===== config.mk =====
export PLATFORM = sky130hd
export DESIGN_NAME = pmm_ram
export DESIGN_NICKNAME = d
export VERILOG_FILES = /design/src/hdl/pmm_ram.sv
export SDC_FILE = /design/constraint.sdc
export NUM_CORES = 1
export LEC_CHECK = 0
export BUFFER_PORTS_ARGS = -buffer_cell sky130_fd_sc_hd__buf_2
export CAP_MARGIN = 30
export CORE_MARGIN = 1.5
export CORE_UTILIZATION = 50
export DETAILED_ROUTE_END_ITERATION = 7
export PLACE_DENSITY_LB_ADDON = 0.25
export SETUP_SLACK_MARGIN = 0.15
export SYNTH_ARGS = -nofsm -noshare
export SYNTH_HDL_FRONTEND = slang
export SYNTH_SLANG_ARGS = --single-unit

===== constraint.sdc =====
create_clock -name clock -period 3 [get_ports clock]
set_input_delay 0.9 -clock clock [delete_from_list [all_inputs] [get_ports clock]]
set_output_delay 0.9 -clock clock [all_outputs]
set_load 0.01 [all_outputs]

===== src/hdl/pmm_ram.sv =====
// Generic single-port-write, single-port-read RAM with registered read data.
module pmm_ram #(
   parameter int ADDR_BITS = 6,
   parameter int DATA_BITS = 8
) (
   input  logic                 clock,
   input  logic                 we,
   input  logic [ADDR_BITS-1:0] waddr,
   input  logic [DATA_BITS-1:0] wdata,
   input  logic [ADDR_BITS-1:0] raddr,
   output logic [DATA_BITS-1:0] rdata
);

   logic [DATA_BITS-1:0] mem [1 << ADDR_BITS];
   logic [DATA_BITS-1:0] rdata_ff;

   always_ff @(posedge clock) begin
      if (we) begin
         mem[waddr] <= wdata;
      end
      rdata_ff <= mem[raddr];
   end

   assign rdata = rdata_ff;

endmodule


# Word level (Yosys, flattened, before mapping)
# Memories as Yosys holds them, arrays and structs flattened. A register that Yosys moved wholly into a read port is not among the register bits.
# Cells that the tools add are included.
# W data, S select, Z words.
# word_totals
reg_bits	0
latch_bits	0
ramBits	512
rom_bits	0
word_cells	3
n_memories	1
# memory_table
memory	depth	width	rd	rd_clocked_by_memory_dff	wr	line	rtl
mem	64	8	1	1	1	14	logic [DATA_BITS-1:0] mem [1 << ADDR_BITS];
# op_classes
addsub	0
multipliers	0
div	0
order_cmp	0
n_eq_ne	0
n_shift	0
mux	2
n_bitwise	0
n_reduce_logical	0
# ops
cell	count
$mux W1	2

# Logic depth before layout (Yosys ltp)
# Gate-level depths: netlist of the first run.
# logic_depth
ltp_word	2
mapped_depth	9

# Least setup slack after synthesis of the first run
# Ideal clock, no wire load.
# synth_timing
path_type	input to register
from	in raddr[1]
to	reg rdata_ff[3], in the netlist rdata[3] (read register of mem)
setup_ps	128
arrival_time_ps	2440
slack_ps	432
path_stages	7
n_path_buf	3
cell_sequence	buf_4 buf_2 buf_2 mux4_2 mux4_2 o21ai_1 o41ai_1
# synth_rtl
item	line	rtl
from (decl)	10	input logic [ADDR_BITS-1:0] raddr,
to (decl)	15	logic [DATA_BITS-1:0] rdata_ff;

==> results of run 1 <==
-- power by group through the flow --
| stage | Combinational [mW] | Sequential (mW) | Clock [mW] |
|---|---|---|---|
| after global routing | 0.850 | 8.07 | 6.61 |
| after floorplan | 0.429 | 8.21 | 0 |
| after detailed placement | 0.801 | 8.22 | 0 |
| after global placement | 0.788 | 8.22 | 0 |
| after CTS | 0.803 | 8.07 | 6.35 |
| final | 0.794 | 8.07 | 6.25 |
-- registers in the layout, summed over array words and instances, names as in the netlist --
signal and cells:
mem 512, rdata 8
-- cell families after synthesis --
| group | after synthesis |
|---|---|
| flops | 520 |
| simple gates | 153 |
| compound gates | 54 |
| buf+inv | 51 |
| mux | 162 |
-- worst register-to-register path, delay by kind of cell, from the launching register on --
kind                   cells  cell delay (ns)
muxes                      2             0.77
AOI/OAI and AO/OA          2             0.58
DFF                        1             0.39
buffers and inverters      1             0.20
-- per-layer routing --
layer / up-vias / track usage (%)
li1: 4241 / -
met1: 5228 / 32.1
met2: 368 / 34.7
met3: 70 / 3.67
met4: 0 / 7.17
met5: - / 0
-- placed cells by master (no fill, tap or decap), types with 4 or more instances in the layout --
| cell | count |
|---|---|
| edfxtp_1 | 512 |
| mux4_2 | 126 |
| buf_4 | 112 |
| nor2_1 | 83 |
| clkbuf_16 | 53 |
| buf_2 | 26 |
| mux2i_1 | 23 |
| nand2_1 | 19 |
| buf_12 | 17 |
| clkbuf_1 | 15 |
| nor2b_1 | 14 |
| mux2_2 | 13 |
| nand3_1 | 13 |
| clkbuf_8 | 9 |
| o221ai_1 | 8 |
| o22ai_1 | 8 |
| dfxtp_1 | 8 |
| nand2b_1 | 7 |
| nor3_1 | 7 |
| a221oi_1 | 6 |
| clkinv_2 | 6 |
| clkinv_1 | 6 |
| a211oi_1 | 4 |
-- metrics by stage --
step | instance area, µm² | setup WS, ns | setup TNS, ns | total power [mW]
after floorplan | 20200 | 0.432 | 0 | 8.64
after global placement | 21800 | -0.0955 | -0.149 | 9.01
after detailed placement | 21800 | -0.0686 | -0.134 | 9.02
after CTS | 23500 | 0.531 | 0 | 15.2
after global routing | 23500 | 0.437 | 0 | 15.5
final | 23500 | 0.497 | 0 | 15.1
-- final cells by class --
| cell class | count | area share (%) |
|---|---|---|
| clock inverters | 17 | 0.671 |
| multi-input cells | 369 | 18.4 |
| flip-flops and latches | 520 | 66.2 |
| repair buffers | 156 | 5.64 |
| clock buffers | 76 | 6.36 |
| well taps | 525 | 2.80 |
-- worst min path at each step --
| stage | from | to | cells past startpoint |
|---|---|---|---|
| after floorplan | mem[34][0] | rdata[0] | 4 |
| after global placement | mem[30][4] | rdata[4] | 3 |
| after detailed placement | mem[18][1] | rdata[1] | 4 |
| after CTS | raddr[5] | rdata[6] | 3 |
| after global routing | raddr[5] | rdata[6] | 3 |
| final | raddr[5] | rdata[6] | 3 |
==> impl_metrics.yaml, run 1 <==
status:
  outcome: "complete, no violations"
worst_setup_path:
  critPathCapture: "rdata[0]"
  crit_buf_inv: 2
  worstRegToRegCells: 5
  crit_start: "raddr[0]"
  rrSetupSlack_ns: 0.96
  cpMaxStageDelayCell: "mux4_2"
  reg2reg_to: "rdata[0]"
  crit_arrival_ns: 2.96
  path_class: "in2reg"
  crit_required_ns: 3.45
  worstPathMaxFanout: 17
  cpMostUsedCell: "mux4_2"
  crit_path_start_kind: "input port"
  endpoint_kind: "flop"
  rr_startpoint: "mem[45][0]"
  cp_num_cells: 7
  cp_top_family: "multiplexers"
  cp_cell_sequence: "clkbuf_8 -> buf_4 -> mux4_2 -> mux4_2 -> nor2_1 -> nor3_1 -> o2bb2ai_1"
  slowest_delay_ns: 0.52
placement:
  dpl.hpwl_mm: 28.8
  dp_cells: 1570
  gp_congestion: 0.815
  io_buffers: 29
cells_and_area:
  multi_input_area_um2: 4320
  regArea_um2: 15500
  drive_above_1_share_pct: 32.4
  utilization_pct: 59.1
  nFillCells: 2830
  n_antenna_cell: 0
  area_delta_synth_final_pct: 16.4
  layout.nets: 1121
  instances_no_fill: 1663
grt:
  track_usage_pct: 22.1
  antenna_found_initial: 0
  grt_max_degree: 65
  grt.overflow.total: 0
  grt_pass1_wl_mm: 65.8
  grt_pass1_vias: 10000
floorplan:
  core_area_um2: 39700
  dieArea_um2: 41500
  rows: 73
  io_pins: 30
  initial_core_util_pct: 50.8
  die_x_um: 204
  die_y_um: 204
job:
  maxCapViolations: 0
yosys:
  ys_seq_elements: 520
  ys_seq_area_share_pct: 77.0
  ys_warn_count: 0
  synth-compound-area-share_pct: 2.07
  syn_nets: 962
  avgSynthCellArea_um2: 21.5
  synth_edf_count: 512
  synth_fa_ha_area_share_pct: 0
  synthFlopType: "edfxtp_1"
  synth_top_family_by_area: "multiplexers"
  synthSimpleGateAreaFrac_pct: 3.39
  ys_types: 40
  async_flop_share_pct: 0
  synth_top_area_cell: "edfxtp_1"
  synth_cells: 940
  synth_area_um2: 20200
  synth_top_cell_area_share_pct: 76.2
  synth_area_leaders: "edfxtp_1 76%, mux4_2 14%, nor2_1 1.5%"
  yosys.area_share.xor_xnor_pct: 0
  synth_common_cells: "512 x edfxtp_1, 126 x mux4_2, 83 x nor2_1, 23 x mux2i_1, 19 x nand2_1"
  synthMuxAreaShare_pct: 15.9
  synth.most_common_cell: "edfxtp_1"
power_and_ir_drop:
  p_comb_share_pct: 5.3
  cellPowerDensity_nw_per_um2: 643
  clkPwrFrac_pct: 41.3
  p_seq_share_pct: 53.4
  p_int_mw: 12.1
  ir_worst_vdd_v: 0.000518
  p_switching_mw: 3.05
  leakagePower_nw: 7.61
  switching_share_pct: 20.2
detailed_routing:
  drc: 0
  top_layer: "met4"
  drtIter0Drc: 1058
  routed_wl_mm: 44.3
  wl_met2_mm: 21.3
  drtPass1Iterations: 5
  vias: 9907
  wl_met1_mm: 19.1
  antenna_left: 0
  dr_wl_met3_mm: 2.80
  via_per_inst: 5.96
  wire_per_inst_um: 26.6
timing:
  fin_crit_sh_pct: 83.4
  whs_ns: 0.789
  tightest_slew_ns: 0.758
  skew_ns: 0.0120
  finalCriticalPeriod_ns: 2.50
  finalHoldViolCount: 0
  relSlewSlack_pct: 49.4
  fmax_mhz: 400
  setup_viol: 0
  rsz0062_at_grt: "no"
  slew_viol_final: 0
cts:
  insertion_delay_ns: 0.57
  clock_sinks: 520
  cts_inserted_buffers: 52
  post_cts_buffers: 0
  hold_buffers: 0
  ctsResizeCount: 0
  cts_tree: "built"
  clk_pin_slew_ns: 0.06
  clock_path_buffers: 3
  htree_levels: 2
  clockRootBuffer: "clkbuf_16"
hold_path:
  hold_path_class: "in2reg"
Note: power is estimated with default switching activity, not from simulation.
==> run 2, diff against run 1 <==
==> constraint.sdc (replaced) <==
create_clock -name clock -period 2.6 [get_ports clock]
set_input_delay 0.78 -clock clock [delete_from_list [all_inputs] [get_ports clock]]
set_output_delay 0.78 -clock clock [all_outputs]
set_load 0.01 [all_outputs]
==> impl_metrics.yaml, run 2 (synthesis gave the netlist of run 1 again) <==
grt:
  grt_pass1_wl_mm: 66.7
  antenna_found_initial: 0
  track_usage_pct: 22.3
  grt.overflow.total: 0
  grt_pass1_vias: 10300
  grt_max_degree: 65
timing:
  skew_ns: 0.0146
  tightest_slew_ns: 0.653
  slew_viol_final: 0
  fin_ws_ns: 0.311
  rsz0062_at_grt: "no"
  finalHoldViolCount: 0
  fin_crit_sh_pct: 88.0
  relSlewSlack_pct: 56.5
  setup_viol: 0
  finalCriticalPeriod_ns: 2.29
  setup-tns-final_ns: 0
  fmax_mhz: 437
cts:
  cts_inserted_buffers: 52
  insertion_delay_ns: 0.58
  clockRootBuffer: "clkbuf_16"
  clk_pin_slew_ns: 0.06
  clock_sinks: 520
  post_cts_buffers: 0
  hold_buffers: 0
  clock_path_buffers: 3
  cts_tree: "built"
  ctsResizeCount: 0
  htree_levels: 2
cells_and_area:
  fin_area_um2: 23800
  layout_commonest_cell: "edfxtp_1"
  layout.nets: 1158
  drive_above_1_share_pct: 34.6
  final_cell_mix: "512 x edfxtp_1, 144 x buf_4, 126 x mux4_2"
  largest_register_ffs: 512
  regArea_um2: 15500
  area_delta_synth_final_pct: 18.3
  multi_input_area_um2: 4320
  nFillCells: 2833
  largest_register: "mem"
  n_antenna_cell: 0
placement:
  post-place-ws_ns: -0.313
  io_buffers: 29
  dpl.hpwl_mm: 29.4
  placed_area_um2: 22200
  gp_congestion: 0.818
power_and_ir_drop:
  ir_worst_vdd_v: 0.000610
  leakagePower_nw: 7.83
  cellPowerDensity_nw_per_um2: 740
job:
  maxCapViolations: 0
detailed_routing:
  wire_per_inst_um: 26.2
  antenna_left: 0
  vias: 9965
  drc: 0
  routed_wl_mm: 44.5
  drtPass1Iterations: 5
  via_per_inst: 5.87
  drtIter0Drc: 983
worst_setup_path:
  worstPathMaxFanout: 17
  crit_required_ns: 3.06
  crit_arrival_ns: 2.75
  path_class: "in2reg"
  crit_path_start_kind: "input port"
  endpoint_kind: "flop"
floorplan:
  rows: 73
  die_y_um: 204
  die_x_um: 204
  dieArea_um2: 41500
  io_pins: 30
  initial_core_util_pct: 50.8
  core_area_um2: 39700
hold_path:
  hold_path_class: "in2reg"
status:
  outcome: "complete, no violations"
run 2: cell count changes in the layout (fill, tap and decap cells not counted):
cell	previous run	this run
buf_4	112	144
clkbuf_8	9	4
clkinv_1	6	11
clkbuf_1	15	9
buf_12	17	22
clkinv_2	6	9
bufinv_16	3	6
clkinvlp_4	2	1
run 2: final timing paths:
path                            startpoint  slack [ns]       end  cells past startpoint
worst max-delay path              raddr[0]        0.31  rdata[3]                      7
worst min register to register  mem[26][4]        0.83  rdata[4]                      3
worst max register to register  mem[44][1]        0.55  rdata[1]                      5
worst min-delay path              raddr[5]        0.65  rdata[2]                      3
run 2: cell type report:
cell class | count | share of cell area (%)
Sequential cell | 520 | 65.1
Timing Repair Buffer | 193 | 6.98
Tap cell | 525 | 2.75
Clock buffer | 65 | 5.88
Clock inverter | 27 | 1.15
Multi-Input combinational cell | 369 | 18.1
run 2: power breakdown:
group	total [mW]	internal [mW]	switching (mW)	leakage [nW]
Combinational	0.978	0.430	0.548	2.33
Clock	7.35	4.38	2.97	0.823
Sequential	9.31	9.28	0.0337	4.67
run 2: per-layer routing:
layer	up-vias	GRT usage [%]	share of wire (%)
met3	61	4.24	7.0
li1	4319	-	-
met4	2	7.01	2.3
met5	-	0.595	0.072
met2	359	34.4	47
met1	5224	32.5	43
run 2: worst max-delay path, stage by stage:
cell      delay [ns]
clkbuf_8        0.25
buf_12          0.20
buf_12          0.12
mux4_2          0.51
mux4_2          0.49
o21ai_1         0.25
o41ai_1         0.12
run 2: metrics by stage:
step                std cells  power [mW]  hold slack, ns  util (%)
floorplan                 940        9.97           0.718         -
global placement         1607        10.5           0.805      55.8
detailed placement       1607        10.5           0.810      55.8
CTS                      1699        17.8           0.621      60.0
global route             1699        18.1           0.651      60.0
finish                   1699        17.6           0.651      60.0
